$ cat src/hdl/at_urc_publish_parser_assert.svh
// assertion macros for the parser rtl
`ifndef AT_URC_PUBLISH_PARSER_ASSERT_SVH
`define AT_URC_PUBLISH_PARSER_ASSERT_SVH

// same-cycle implication, checked out of reset
`define AUP_ASSERT_NOW(label, clk, rst_n, ante, cons) \
  label: assert property (@(posedge clk) disable iff (!rst_n) (ante) |-> (cons)) \
    else $error("aup assertion failed");

// next-cycle implication, checked out of reset
`define AUP_ASSERT_NEXT(label, clk, rst_n, ante, cons) \
  label: assert property (@(posedge clk) disable iff (!rst_n) (ante) |=> (cons)) \
    else $error("aup assertion failed");

`endif

$ cat src/hdl/aup_pkg.sv
// types, character codes and helpers for the modem response parser
package aup_pkg;

  typedef enum logic [1:0] {
    OP_BYTE = 2'd0,
    OP_ARM  = 2'd1,
    OP_READ = 2'd2
  } op_e;

  localparam int unsigned NUM_STATES = 12;

  typedef enum logic [NUM_STATES-1:0] {
    ST_NONE      = 12'b0000_0000_0001,
    ST_O         = 12'b0000_0000_0010,
    ST_PLUS      = 12'b0000_0000_0100,
    ST_S         = 12'b0000_0000_1000,
    ST_SM        = 12'b0000_0001_0000,
    ST_SMS       = 12'b0000_0010_0000,
    ST_SMSU      = 12'b0000_0100_0000,
    ST_SMSUB     = 12'b0000_1000_0000,
    ST_HEADER    = 12'b0001_0000_0000,
    ST_TOPIC     = 12'b0010_0000_0000,
    ST_TOPIC_END = 12'b0100_0000_0000,
    ST_MSG       = 12'b1000_0000_0000
  } state_e;

  localparam logic [7:0] CH_O     = 8'h4F;
  localparam logic [7:0] CH_K     = 8'h4B;
  localparam logic [7:0] CH_PLUS  = 8'h2B;
  localparam logic [7:0] CH_S     = 8'h53;
  localparam logic [7:0] CH_M     = 8'h4D;
  localparam logic [7:0] CH_U     = 8'h55;
  localparam logic [7:0] CH_B     = 8'h42;
  localparam logic [7:0] CH_COLON = 8'h3A;
  localparam logic [7:0] CH_QUOTE = 8'h22;
  localparam logic [7:0] CH_LC_C  = 8'h63;
  localparam logic [7:0] CH_LC_M  = 8'h6D;
  localparam logic [7:0] CH_LC_D  = 8'h64;

  // topic bytes that tell a command topic
  localparam int unsigned TOPIC_CMD_POS = 8;
  localparam int unsigned CMD_LEN       = 3;

  typedef struct packed {
    logic       ok_seen;
    logic       publish_done;
    logic       modem_synced;
    logic       waiting_ok;
    logic       topic_is_cmd;
    logic [7:0] topic_length;
    logic [7:0] message_length;
    logic [3:0] parser_state;
  } status_t;

  function automatic logic [7:0] sat_inc(input logic [7:0] v);
    return (v == 8'hFF) ? v : v + 8'd1;
  endfunction

  // one-hot state to its index
  function automatic logic [3:0] state_code(input state_e s);
    logic [3:0] code;
    code = '0;
    for (int i = 0; i < NUM_STATES; i++) begin
      if (s[i]) code = code | 4'(i);
    end
    return code;
  endfunction

endpackage

$ cat src/hdl/aup_in_if.sv
// input channel: op, received byte and read index
interface aup_in_if;
  logic       valid;
  logic       ready;
  logic [1:0] op;
  logic [7:0] rx_char;
  logic [4:0] read_index;

  modport source (output valid, output op, output rx_char, output read_index, input ready);
  modport sink (input valid, input op, input rx_char, input read_index, output ready);
endinterface

$ cat src/hdl/aup_out_if.sv
// result channel: status flags, latched lengths and read byte
interface aup_out_if;
  logic       valid;
  logic       ready;
  logic       ok_seen;
  logic       publish_done;
  logic       modem_synced;
  logic       waiting_ok;
  logic       topic_is_cmd;
  logic [7:0] topic_length;
  logic [7:0] message_length;
  logic [7:0] read_char;
  logic [3:0] parser_state;

  modport source (
    output valid, output ok_seen, output publish_done, output modem_synced,
    output waiting_ok, output topic_is_cmd, output topic_length,
    output message_length, output read_char, output parser_state, input ready
  );
  modport sink (
    input valid, input ok_seen, input publish_done, input modem_synced,
    input waiting_ok, input topic_is_cmd, input topic_length,
    input message_length, input read_char, input parser_state, output ready
  );
endinterface

$ cat src/hdl/aup_ram.sv
// generic single-write, single-read ram with registered read
module aup_ram #(
  parameter int unsigned WIDTH = 8,
  parameter int unsigned DEPTH = 32,
  localparam int unsigned AW = $clog2(DEPTH)
) (
  input  logic             clk_i,
  input  logic             we_i,
  input  logic [AW-1:0]    waddr_i,
  input  logic [WIDTH-1:0] wdata_i,
  input  logic             re_i,
  input  logic [AW-1:0]    raddr_i,
  output logic [WIDTH-1:0] rdata_o
);

  logic [WIDTH-1:0] mem_q [DEPTH];
  logic [WIDTH-1:0] rdata_q;

  always_ff @(posedge clk_i) begin
    if (we_i) mem_q[waddr_i] <= wdata_i;
    if (re_i) rdata_q <= mem_q[raddr_i];
  end

  assign rdata_o = rdata_q;

endmodule

$ cat src/hdl/aup_matcher.sv
// token matcher, capture counters, latched lengths and flags
module aup_matcher #(
  parameter int unsigned STORE_DEPTH = 32,
  localparam int unsigned AW = $clog2(STORE_DEPTH),
  localparam int unsigned FW = $clog2(STORE_DEPTH + 1)
) (
  input  logic             clk_i,
  input  logic             rst_ni,
  input  logic             step_i,
  input  logic [1:0]       op_i,
  input  logic [7:0]       char_i,
  output aup_pkg::status_t status_o,
  output logic             wr_en_o,
  output logic [AW-1:0]    wr_addr_o,
  output logic [7:0]       wr_data_o,
  output logic [FW-1:0]    fill_o
);
  import aup_pkg::*;

  state_e        state_q, state_d;
  logic [7:0]    topic_cnt_q, topic_cnt_d;
  logic [7:0]    msg_cnt_q, msg_cnt_d;
  logic [7:0]    topic_lat_q, topic_lat_d;
  logic [7:0]    msg_len_q, msg_len_d;
  logic          sync_q, sync_d;
  logic          wait_q, wait_d;
  logic [7:0]    cmd_q [CMD_LEN];
  logic [7:0]    cmd_d [CMD_LEN];
  logic [FW-1:0] fill_q, fill_d;
  logic          ok, pub, wr_en;
  logic          byte_step;
  logic [8:0]    cnt_wide, slot;
  logic [7:0]    topic_ofs;

  assign byte_step = step_i && (op_i == OP_BYTE);

  // message slot, overflow lands on the last entry
  assign cnt_wide  = {1'b0, msg_cnt_q};
  assign slot      = (cnt_wide >= 9'(STORE_DEPTH)) ? 9'(STORE_DEPTH - 1) : cnt_wide;
  assign topic_ofs = topic_cnt_q - 8'(TOPIC_CMD_POS);

  always_comb begin
    state_d     = state_q;
    topic_cnt_d = topic_cnt_q;
    msg_cnt_d   = msg_cnt_q;
    topic_lat_d = topic_lat_q;
    msg_len_d   = msg_len_q;
    sync_d      = sync_q;
    wait_d      = wait_q;
    cmd_d       = cmd_q;
    fill_d      = fill_q;
    ok          = 1'b0;
    pub         = 1'b0;
    wr_en       = 1'b0;
    if (byte_step) begin
      state_d = ST_NONE;
      unique case (state_q)
        ST_NONE: begin
          if (char_i == CH_O) state_d = ST_O;
          else if (char_i == CH_PLUS) state_d = ST_PLUS;
        end
        ST_O: begin
          if (char_i == CH_K) ok = 1'b1;
        end
        ST_PLUS:  if (char_i == CH_S) state_d = ST_S;
        ST_S:     if (char_i == CH_M) state_d = ST_SM;
        ST_SM:    if (char_i == CH_S) state_d = ST_SMS;
        ST_SMS:   if (char_i == CH_U) state_d = ST_SMSU;
        ST_SMSU:  if (char_i == CH_B) state_d = ST_SMSUB;
        ST_SMSUB: if (char_i == CH_COLON) state_d = ST_HEADER;
        ST_HEADER: begin
          if (char_i == CH_QUOTE) begin
            state_d     = ST_TOPIC;
            topic_cnt_d = '0;
            msg_cnt_d   = '0;
          end else begin
            state_d = ST_HEADER;
          end
        end
        ST_TOPIC: begin
          if (char_i == CH_QUOTE) begin
            state_d = ST_TOPIC_END;
          end else begin
            // only the command bytes of the topic are ever stored
            if (topic_ofs < 8'(CMD_LEN)) cmd_d[topic_ofs[1:0]] = char_i;
            topic_cnt_d = sat_inc(topic_cnt_q);
            state_d     = ST_TOPIC;
          end
        end
        ST_TOPIC_END: begin
          state_d = (char_i == CH_QUOTE) ? ST_MSG : ST_TOPIC_END;
        end
        ST_MSG: begin
          if (char_i == CH_QUOTE) begin
            topic_lat_d = topic_cnt_q;
            msg_len_d   = msg_cnt_q;
            pub         = 1'b1;
          end else begin
            wr_en     = 1'b1;
            msg_cnt_d = sat_inc(msg_cnt_q);
            if (9'(fill_q) <= slot) fill_d = FW'(slot + 9'd1);
            state_d = ST_MSG;
          end
        end
        default: state_d = ST_NONE;
      endcase
      if (ok) begin
        sync_d = 1'b1;
        wait_d = 1'b0;
      end
    end else if (step_i && (op_i == OP_ARM)) begin
      wait_d = 1'b1;
    end
  end

  always_ff @(posedge clk_i or negedge rst_ni) begin
    if (!rst_ni) begin
      state_q     <= ST_NONE;
      topic_cnt_q <= '0;
      msg_cnt_q   <= '0;
      topic_lat_q <= '0;
      msg_len_q   <= '0;
      sync_q      <= 1'b0;
      wait_q      <= 1'b0;
      fill_q      <= '0;
      for (int i = 0; i < CMD_LEN; i++) cmd_q[i] <= '0;
    end else begin
      state_q     <= state_d;
      topic_cnt_q <= topic_cnt_d;
      msg_cnt_q   <= msg_cnt_d;
      topic_lat_q <= topic_lat_d;
      msg_len_q   <= msg_len_d;
      sync_q      <= sync_d;
      wait_q      <= wait_d;
      fill_q      <= fill_d;
      cmd_q       <= cmd_d;
    end
  end

  always_comb begin
    status_o.ok_seen        = ok;
    status_o.publish_done   = pub;
    status_o.modem_synced   = sync_d;
    status_o.waiting_ok     = wait_d;
    status_o.topic_is_cmd   = (cmd_d[0] == CH_LC_C) && (cmd_d[1] == CH_LC_M) &&
                              (cmd_d[2] == CH_LC_D);
    status_o.topic_length   = topic_lat_d;
    status_o.message_length = msg_len_d;
    status_o.parser_state   = state_code(state_d);
  end

  assign wr_en_o   = wr_en;
  assign wr_addr_o = slot[AW-1:0];
  assign wr_data_o = char_i;
  assign fill_o    = fill_q;

endmodule

$ cat src/hdl/at_urc_publish_parser.sv
// top level of the modem response parser: input stage, matcher, message ram, result stage
//
//   channel | dir | carries
//   --------+-----+--------------------------------------------------------------
//   in_i    | in  | op, rx_char, read_index
//   out_o   | out | ok_seen, publish_done, flags, lengths, read_char, parser_state
//
// one item per cycle sustained while results are taken; each item passes through the input
// stage and then sits in the result stage until taken
// the message ram has one write and one registered read port, so a read and a write
// never meet in the same cycle (an item does one or the other)
// reset clears matcher, counters, flags and pipeline valids; the ram needs no clearing
// pass since a fill mark makes never-written entries read as zero
// a stalled result holds both stages; the input stage takes a new transfer as soon as
// its content moves on
module at_urc_publish_parser #(
  parameter int unsigned STORE_DEPTH = 32
) (
  input  logic         clk_i,
  input  logic         rst_ni,
  aup_in_if.sink       in_i,
  aup_out_if.source    out_o
);
  import aup_pkg::*;

`include "at_urc_publish_parser_assert.svh"

  localparam int unsigned AW  = $clog2(STORE_DEPTH);
  localparam int unsigned FW  = $clog2(STORE_DEPTH + 1);
  localparam int unsigned IXW = (AW > 5) ? AW : 5;

  // input stage
  logic       in_valid_q, in_valid_d;
  logic [1:0] in_op_q;
  logic [7:0] in_ch_q;
  logic [4:0] in_idx_q;

  // result stage
  logic       out_valid_q, out_valid_d;
  status_t    status_q;
  logic       rd_sel_q;

  logic          accept, advance;
  status_t       status;
  logic          wr_en;
  logic [AW-1:0] wr_addr;
  logic [7:0]    wr_data;
  logic [FW-1:0] fill;
  logic          rd_sel;
  logic [IXW-1:0] idx_wide;
  logic [7:0]    rdata;

  // the input stage moves on when the result stage is free or being emptied
  assign advance    = in_valid_q && (!out_valid_q || out_o.ready);
  assign in_i.ready = !in_valid_q || advance;
  assign accept     = in_i.valid && in_i.ready;

  always_comb begin
    in_valid_d = in_valid_q;
    if (accept) in_valid_d = 1'b1;
    else if (advance) in_valid_d = 1'b0;
  end

  always_comb begin
    out_valid_d = out_valid_q;
    if (advance) out_valid_d = 1'b1;
    else if (out_o.ready) out_valid_d = 1'b0;
  end

  always_ff @(posedge clk_i or negedge rst_ni) begin
    if (!rst_ni) begin
      in_valid_q  <= 1'b0;
      out_valid_q <= 1'b0;
    end else begin
      in_valid_q  <= in_valid_d;
      out_valid_q <= out_valid_d;
    end
  end

  always_ff @(posedge clk_i) begin
    if (accept) begin
      in_op_q  <= in_i.op;
      in_ch_q  <= in_i.rx_char;
      in_idx_q <= in_i.read_index;
    end
    if (advance) begin
      status_q <= status;
      rd_sel_q <= rd_sel;
    end
  end

  // matcher state advances only when the item moves into the result stage
  aup_matcher #(
    .STORE_DEPTH (STORE_DEPTH)
  ) u_matcher (
    .clk_i     (clk_i),
    .rst_ni    (rst_ni),
    .step_i    (advance),
    .op_i      (in_op_q),
    .char_i    (in_ch_q),
    .status_o  (status),
    .wr_en_o   (wr_en),
    .wr_addr_o (wr_addr),
    .wr_data_o (wr_data),
    .fill_o    (fill)
  );

  // a read hits only entries below the fill mark; the rest read as zero,
  // which also covers an index beyond the store
  assign rd_sel   = (in_op_q == OP_READ) && (9'(in_idx_q) < 9'(fill));
  assign idx_wide = IXW'(in_idx_q);

  aup_ram #(
    .WIDTH (8),
    .DEPTH (STORE_DEPTH)
  ) u_msg_ram (
    .clk_i   (clk_i),
    .we_i    (wr_en),
    .waddr_i (wr_addr),
    .wdata_i (wr_data),
    .re_i    (advance && rd_sel),
    .raddr_i (idx_wide[AW-1:0]),
    .rdata_o (rdata)
  );

  assign out_o.valid          = out_valid_q;
  assign out_o.ok_seen        = status_q.ok_seen;
  assign out_o.publish_done   = status_q.publish_done;
  assign out_o.modem_synced   = status_q.modem_synced;
  assign out_o.waiting_ok     = status_q.waiting_ok;
  assign out_o.topic_is_cmd   = status_q.topic_is_cmd;
  assign out_o.topic_length   = status_q.topic_length;
  assign out_o.message_length = status_q.message_length;
  assign out_o.read_char      = rd_sel_q ? rdata : 8'h00;
  assign out_o.parser_state   = status_q.parser_state;

  // a closing quote always drops the matcher back to idle
  `AUP_ASSERT_NOW(a_pub_idle, clk_i, rst_ni, out_valid_q && status_q.publish_done, status_q.parser_state == state_code(ST_NONE))
  // an ok token leaves the block synced and no longer waiting
  `AUP_ASSERT_NOW(a_ok_flags, clk_i, rst_ni, out_valid_q && status_q.ok_seen, status_q.modem_synced && !status_q.waiting_ok)
  // a blocked input stage keeps its item
  `AUP_ASSERT_NEXT(a_in_hold, clk_i, rst_ni, in_valid_q && !advance, in_valid_q && $stable(in_ch_q) && $stable(in_op_q))
  // a ram read is only taken from written entries
  `AUP_ASSERT_NOW(a_rd_filled, clk_i, rst_ni, out_valid_q && rd_sel_q, fill != '0)

endmodule
$ cat src/flat_wrapper.sv
// flat-port wrapper written by rule: the top's interface ports become plain ports
module at_urc_publish_parser_flat import aup_pkg::*;
#(
  parameter int unsigned STORE_DEPTH = 32
)
  (clk_i, rst_ni, in_i_valid, in_i_op, in_i_rx_char, in_i_read_index, in_i_ready, out_o_valid, out_o_ok_seen, out_o_publish_done, out_o_modem_synced, out_o_waiting_ok, out_o_topic_is_cmd, out_o_topic_length, out_o_message_length, out_o_read_char, out_o_parser_state, out_o_ready);
  aup_in_if in_i_i ();
  aup_out_if out_o_i ();
  input  logic clk_i;
  input  logic rst_ni;
  input wire logic [$bits(in_i_i.valid)-1:0] in_i_valid;
  input wire logic [$bits(in_i_i.op)-1:0] in_i_op;
  input wire logic [$bits(in_i_i.rx_char)-1:0] in_i_rx_char;
  input wire logic [$bits(in_i_i.read_index)-1:0] in_i_read_index;
  output wire logic [$bits(in_i_i.ready)-1:0] in_i_ready;
  output wire logic [$bits(out_o_i.valid)-1:0] out_o_valid;
  output wire logic [$bits(out_o_i.ok_seen)-1:0] out_o_ok_seen;
  output wire logic [$bits(out_o_i.publish_done)-1:0] out_o_publish_done;
  output wire logic [$bits(out_o_i.modem_synced)-1:0] out_o_modem_synced;
  output wire logic [$bits(out_o_i.waiting_ok)-1:0] out_o_waiting_ok;
  output wire logic [$bits(out_o_i.topic_is_cmd)-1:0] out_o_topic_is_cmd;
  output wire logic [$bits(out_o_i.topic_length)-1:0] out_o_topic_length;
  output wire logic [$bits(out_o_i.message_length)-1:0] out_o_message_length;
  output wire logic [$bits(out_o_i.read_char)-1:0] out_o_read_char;
  output wire logic [$bits(out_o_i.parser_state)-1:0] out_o_parser_state;
  input wire logic [$bits(out_o_i.ready)-1:0] out_o_ready;
  assign in_i_i.valid = in_i_valid;
  assign in_i_i.op = in_i_op;
  assign in_i_i.rx_char = in_i_rx_char;
  assign in_i_i.read_index = in_i_read_index;
  assign in_i_ready = in_i_i.ready;
  assign out_o_valid = out_o_i.valid;
  assign out_o_ok_seen = out_o_i.ok_seen;
  assign out_o_publish_done = out_o_i.publish_done;
  assign out_o_modem_synced = out_o_i.modem_synced;
  assign out_o_waiting_ok = out_o_i.waiting_ok;
  assign out_o_topic_is_cmd = out_o_i.topic_is_cmd;
  assign out_o_topic_length = out_o_i.topic_length;
  assign out_o_message_length = out_o_i.message_length;
  assign out_o_read_char = out_o_i.read_char;
  assign out_o_parser_state = out_o_i.parser_state;
  assign out_o_i.ready = out_o_ready;
  at_urc_publish_parser #(.STORE_DEPTH(STORE_DEPTH)) u_core (.clk_i(clk_i), .rst_ni(rst_ni), .in_i(in_i_i), .out_o(out_o_i));
endmodule
$ cat config.mk
export PLATFORM = sky130hd
export DESIGN_NAME = at_urc_publish_parser_flat
export DESIGN_NICKNAME = d
export VERILOG_FILES = /design/src/hdl/aup_pkg.sv /design/src/hdl/aup_in_if.sv /design/src/hdl/aup_out_if.sv /design/src/hdl/aup_ram.sv /design/src/hdl/aup_matcher.sv /design/src/hdl/at_urc_publish_parser.sv /design/src/flat_wrapper.sv
export VERILOG_INCLUDE_DIRS = /design/src /design/src/hdl
export SDC_FILE = /design/constraint.sdc
export NUM_CORES = 1
export LEC_CHECK = 0
export ABC_AREA = 1
export BUFFER_PORTS_ARGS = -buffer_cell sky130_fd_sc_hd__buf_2
export CORE_MARGIN = 2
export CORE_UTILIZATION = 50
export CTS_CLUSTER_DIAMETER = 80
export CTS_CLUSTER_SIZE = 8
export DETAILED_ROUTE_END_ITERATION = 16
export GPL_ROUTABILITY_DRIVEN = 1
export HOLD_SLACK_MARGIN = 0.15
export PLACE_DENSITY = 0.77
export SYNTH_ARGS = -nofsm -noshare
export SYNTH_HDL_FRONTEND = slang
export SYNTH_SLANG_ARGS = --single-unit
$ cat constraint.sdc
create_clock -name clk_i -period 2.7 [get_ports clk_i]
set_clock_uncertainty 0.15 [all_clocks]
set_input_delay 0.54 -clock clk_i [delete_from_list [all_inputs] [get_ports clk_i]]
set_output_delay 0.54 -clock clk_i [all_outputs]
set_load 0.005 [all_outputs]
==> flow_summary.ini, run 1 <==
[cts]
cts_tree = built
cts_sinks = 383
h-tree-depth = 2
cts-root-buf = clkbuf_16
cts_buffer_depth = 3
insertion_delay_ns = 0.57
clk_pin_slew_ns = 0.05
numCtsBuffers = 53

[drt]
routedWlPerCell_um = 19.57
drt_iter0_drc = 1425
drt_wl_total_um = 38830
drtPass1Iterations = 6
ant_nets = 0
viasPerCell = 5.739
vias = 11390
route.detailed.drc = 0

[sta]
hold_viol = 0
setup_violations = 34
whs_ns = 0.2978
rsz0062_at_grt = true
worst_pin_slew_ns = 0.6286
drv_slew = 0
setup_ws_ns = -0.04028
slew_headroom_pct = 58.05
fmax_ghz = 0.3649
fin_crit_ns = 2.740
fin_crit_sh_pct = 101.5
setup_tns_ns = -0.4331

[logic_synthesis]
synth-async-reset-ratio_pct = 20.37
synth_edf_count = 305
netlist_instances = 1414
avgSynthCellArea_sq_um = 11.45
synth_area_sq_um = 16190
syn_nets = 1455
ys_top_cells_by_area = edfxtp_1 (57%), dfrtp_1 (12%), o21ai_0 (5.5%)
synth_top_cell_area_share_pct = 56.56
yosysUniqueCellTypes = 44
synth_warnings = 0
yosysMostFrequentCell = edfxtp_1
synth.ff_latch_count = 383
yosysSeqAreaShare_pct = 68.63
yosys.area.top_type = edfxtp_1
ys.flop_type = edfxtp_1
synth_common_cells = edfxtp_1 (305), nor2_1 (229), o21ai_0 (179)

[worst_setup_path]
worstSetupEndpointType = register
cp_max_fo = 8
crit_type = input port to register
required_ns = 2.81
arrival_ns = 2.85
worstSetupStartpointType = input port

[place]
place_congestion = 0.9264
placed_cells = 1873
post_dp_cell_area_sq_um = 17280
post-place-ws_ns = 0.08940
io_buffers = 53
hpwl_um = 23290

[floorplanning]
fp.dieH_um = 184.0
core_area_sq_um = 31720
start_util_pct = 51.05
die_x_um = 184.0
io_pins = 54
std_cell_rows = 65
die_area_sq_um = 33840

[finish]
fin_util_pct = 59.91
fin_area_sq_um = 19000
fin_nets = 1590
diodes = 0
stdcell_count = 1984
drive_gt1_share_pct = 13.84
fillCellCount = 2443
areaGrowthSynthToFinish_pct = 17.36

[grt]
grt_pass1_vias = 11290
grt_usage_pct = 23.20
grt_pass1_wl_um = 60640
grt_max_degree = 129
grt_overflow = 0
antenna_found_initial = 0

[pwr]
ir_drop_uv = 537.6
p_per_area_nw_per_um2 = 725.1
power_mw = 13.78
p_leak_nw = 7.375

[run_status]
violations = setup timing
outcome = finished, violations left

[job]
maxCapViolations = 0

[min_path]
holdCritPathClass = input port to asynchronous set/reset pin
## report_power, final
group / internal (mW) / switching, mW
logic: 0.366 / 0.809
registers: 6.55 / 0.0913
clock network: 3.61 / 2.35
## cell usage in the layout, fill, tap and decap left out, drive strengths merged, types with 23 or more instances in the layout
| cell | count |
|---|---|
| o221ai | 52 |
| edfxtp | 305 |
| nand3 | 65 |
| nor2 | 241 |
| buf | 127 |
| dfrtp | 77 |
| nor3 | 23 |
| clkbuf | 85 |
| nand2 | 173 |
| o21ai | 193 |
| inv | 110 |
## layer usage
metal	part of all wire [%]	routed length [um]	vias to the layer above	track usage (%)
li1	-	-	5277	-
met1	40	15680	5434	31.20
met2	47	18420	579	37.96
met3	9.1	3541	97	4.437
met4	3.1	1190	0	8.192
met5	0	0	-	0
## critical path: stages
cell and delay [ns]:
dlygate4sd3_1 0.52, buf_2 0.10, inv_1 0.04, nand2_1 0.08, nand2_1 0.10, clkinvlp_4 0.13, nand2_2 0.06, inv_1 0.08
nand3_1 0.14, inv_1 0.21, nand2_1 0.37, nor2_1 0.25, buf_4 0.21
## timing repair
item | CTS | global route
endpoints found under the setup margin | 0 | 202
buffers inserted | 0 | 4
endpoints found under the hold margin | 47 | 0
resized for setup | 0 | 4
hold buffers | 19 | 0
## kinds of logic after synthesis
family | share of synthesized area, %
flops | 68.63
fa+ha+maj | 1.700
compound gates | 10.96
simple gates | 13.91
other cells | 0.02316
buf+inv | 4.296
xor+xnor | 0.4869
## path summary, 6_finish.rpt
kind | start | endpoint | slack (ns) | cells past startpoint
setup / recovery | out_o_ready | u_core.u_msg_ram.mem_q[31][0] | -0.04 | 13
hold / removal | rst_ni | u_core.u_matcher.state_q[6] | 0.30 | 2
setup reg to reg | u_core.u_matcher.state_q[1] | u_core.u_msg_ram.mem_q[31][0] | 0.06 | 10
hold reg to reg | u_core.u_matcher.sync_q | u_core.u_matcher.sync_q | 0.30 | 1
max in group asynchronous | rst_ni | u_core.u_matcher.state_q[0] | 1.47 | 3
min in group clk_i | u_core.u_matcher.sync_q | u_core.u_matcher.sync_q | 0.30 | 1
## state kept, by name, summed over array words and instances, names as in the netlist, 2 cells and up
signal,flops
u_core.u_matcher.topic_cnt_q,8
u_core.out_o.topic_length,8
u_core.u_matcher.msg_len_q,8
u_core.u_msg_ram.rdata_o,8
u_core.in_ch_q,8
u_core.u_matcher.cmd_q,24
u_core.out_o.message_length,8
u_core.u_matcher.msg_cnt_q,8
u_core.in_op_q,2
u_core.u_matcher.state_q,12
u_core.out_o.parser_state,4
u_core.idx_wide,5
u_core.u_matcher.fill_o,6
u_core.u_msg_ram.mem_q,256
u_core.u_matcher.topic_lat_q,8
## cell type report
class                   count  area (sq um)  share of cell area [%]
repair buffers            146          1076                   5.663
flip-flops and latches    383         11110                   58.48
inverters                 111         421.7                   2.219
multi-input cells         854          4402                   23.16
clock buffers              85          1446                   7.612
clock inverters             3         41.29                  0.2173
well taps                 402         503.0                   2.647
(Power assumes the default switching activity.)
==> run 2: changes to the inputs <==
Settings changed: SKIP_CTS_REPAIR_TIMING set to 1.
==> flow_summary.ini, run 2 (synthesis results as in run 1) <==
[finish]
top_regs = u_core.u_msg_ram.mem_q x256, u_core.u_matcher.cmd_q x24, u_core.u_matcher.state_q x12
final_cell_mix = edfxtp_1 (305), nor2_1 (228), o21ai_0 (179), nand2_1 (166), inv_1 (104)
areaGrowthSynthToFinish_pct = 17.26
fin_area_sq_um = 18990
diodes = 0
fin_util_pct = 59.86
layout_commonest_cell = edfxtp_1
largest_reg_flops = 256
regMostFlops = u_core.u_msg_ram.mem_q
drive_gt1_share_pct = 13.79
fin_nets = 1589
stdcell_count = 1983

[pwr]
p_clk_share_pct = 43.3
power_mw = 13.77
swShare_pct = 23.55
p_leak_nw = 7.370
switching_power_mw = 3.242
ir_drop_uv = 515.2
p_per_area_nw_per_um2 = 725.0
p_int_mw = 10.52
sequentialPowerShare_pct = 48.2
combPwrFrac_pct = 8.5

[cts]
clk_pin_slew_ns = 0.05
cts_tree = built
insertion_delay_ns = 0.57
h-tree-depth = 2
cts_sinks = 383
numCtsBuffers = 53
cts_buffer_depth = 3
cts-root-buf = clkbuf_16

[sta]
worst_pin_slew_ns = 0.6144
hold_viol = 0
rsz0062_at_grt = true
drv_slew = 0
fin_crit_ns = 2.633
whs_ns = 0.1921
slew_headroom_pct = 59.00
fmax_ghz = 0.3798
setup_violations = 0
fin_crit_sh_pct = 97.51

[floorplanning]
die_area_sq_um = 33840
start_util_pct = 51.05
fp.dieH_um = 184.0
die_x_um = 184.0
std_cell_rows = 65
core_area_sq_um = 31720
io_pins = 54

[drt]
ant_nets = 0
route.detailed.drc = 0
drtPass1Iterations = 6
vias = 11400
viasPerCell = 5.746
drt_iter0_drc = 1443
drt_wl_total_um = 38820
routedWlPerCell_um = 19.57

[worst_setup_path]
arrival_ns = 2.74
cp_max_fo = 8
worstSetupStartpointType = register
required_ns = 2.81
critPathSlowestCell = dfrtp_1
timing.critical_path.mode_cell = nand2_1
max_stage_delay_ns = 0.41
critPathBufInv = 3
worstSetupEndpointType = register
critical-path-top-delay-family = simple AND/OR/NAND/NOR gates
crit_path_cell_trace = nor2_2 -> nand2_4 -> nor2_8 -> nand2_1 -> inv_2 -> nand3_1 -> inv_1 -> nand2_1 -> nor2_1 -> buf_4
crit_type = register to register

[grt]
grt_pass1_wl_um = 59550
grt_overflow = 0
grt_busiest_layer = met2
grt_pass1_vias = 11090
gr-usage-met3_pct = 4.398
grt_max_degree = 129
grt_use_met2_pct = 36.97
antenna_found_initial = 0
grt_usage_pct = 22.79
met1_usage_pct = 31.00

[place]
placed_cells = 1873
hpwl_um = 23290
place_congestion = 0.9264
io_buffers = 53
post_dp_cell_area_sq_um = 17280

[run_status]
outcome = finished, final reports clean

[min_path]
holdCritPathClass = input port to register

[job]
maxCapViolations = 0
run 2: worst reg2reg max path: cells and delay by family, from the launching register on:
family	cells	cell delay, ns
buf+inv	3	0.48
flops	1	0.41
simple gates	7	1.31
run 2: routing by layer:
| metal | wire length (um) | part of all wire (%) |
|---|---|---|
| met3 | 3493 | 9.0 |
| met5 | 0 | 0 |
| met1 | 15680 | 40 |
| met2 | 18420 | 47 |
| met4 | 1223 | 3.2 |
run 2: final cells by class:
type	count	area, sq um
fill	2455	12730
clock inverter	3	41.29
tap	402	503.0
sequential	383	11110
multi-input combinational	854	4397
timing repair buffer	145	1066
clock buffer	85	1446
inverter	111	421.7
run 2: stage by stage:
stage               setup slack [ns]  setup TNS (ns)
floorplan                    0.03379               0
detailed placement           0.08940               0
finish                       0.06729               0
global placement              0.1224               0
global route                -0.03282          -1.320
CTS                           0.1195               0
run 2: final timing paths:
path	from	slack, ns	end	depth (start not counted)
max	u_core.u_matcher.state_q[1]	0.07	u_core.u_msg_ram.mem_q[31][0]	10
min	out_o_ready	0.19	u_core.in_valid_q	4
max reg2reg	u_core.u_matcher.state_q[1]	0.07	u_core.u_msg_ram.mem_q[31][0]	10
min reg2reg	u_core.u_matcher.sync_q	0.30	u_core.u_matcher.sync_q	1
max in group asynchronous	rst_ni	1.46	u_core.u_matcher.state_q[0]	3
min in group asynchronous	rst_ni	0.31	u_core.u_matcher.state_q[6]	2
run 2: power groups by stage:
stage          Sequential (mW)  Clock (mW)  Combinational [mW]
2_1_floorplan             6.76           0               0.666
3_3_place_gp              6.74           0                1.10
3_5_place_dp              6.74           0                1.13
4_1_cts                   6.64        6.03                1.14
5_1_grt                   6.64        6.28                1.29
6_report                  6.64        5.95                1.17
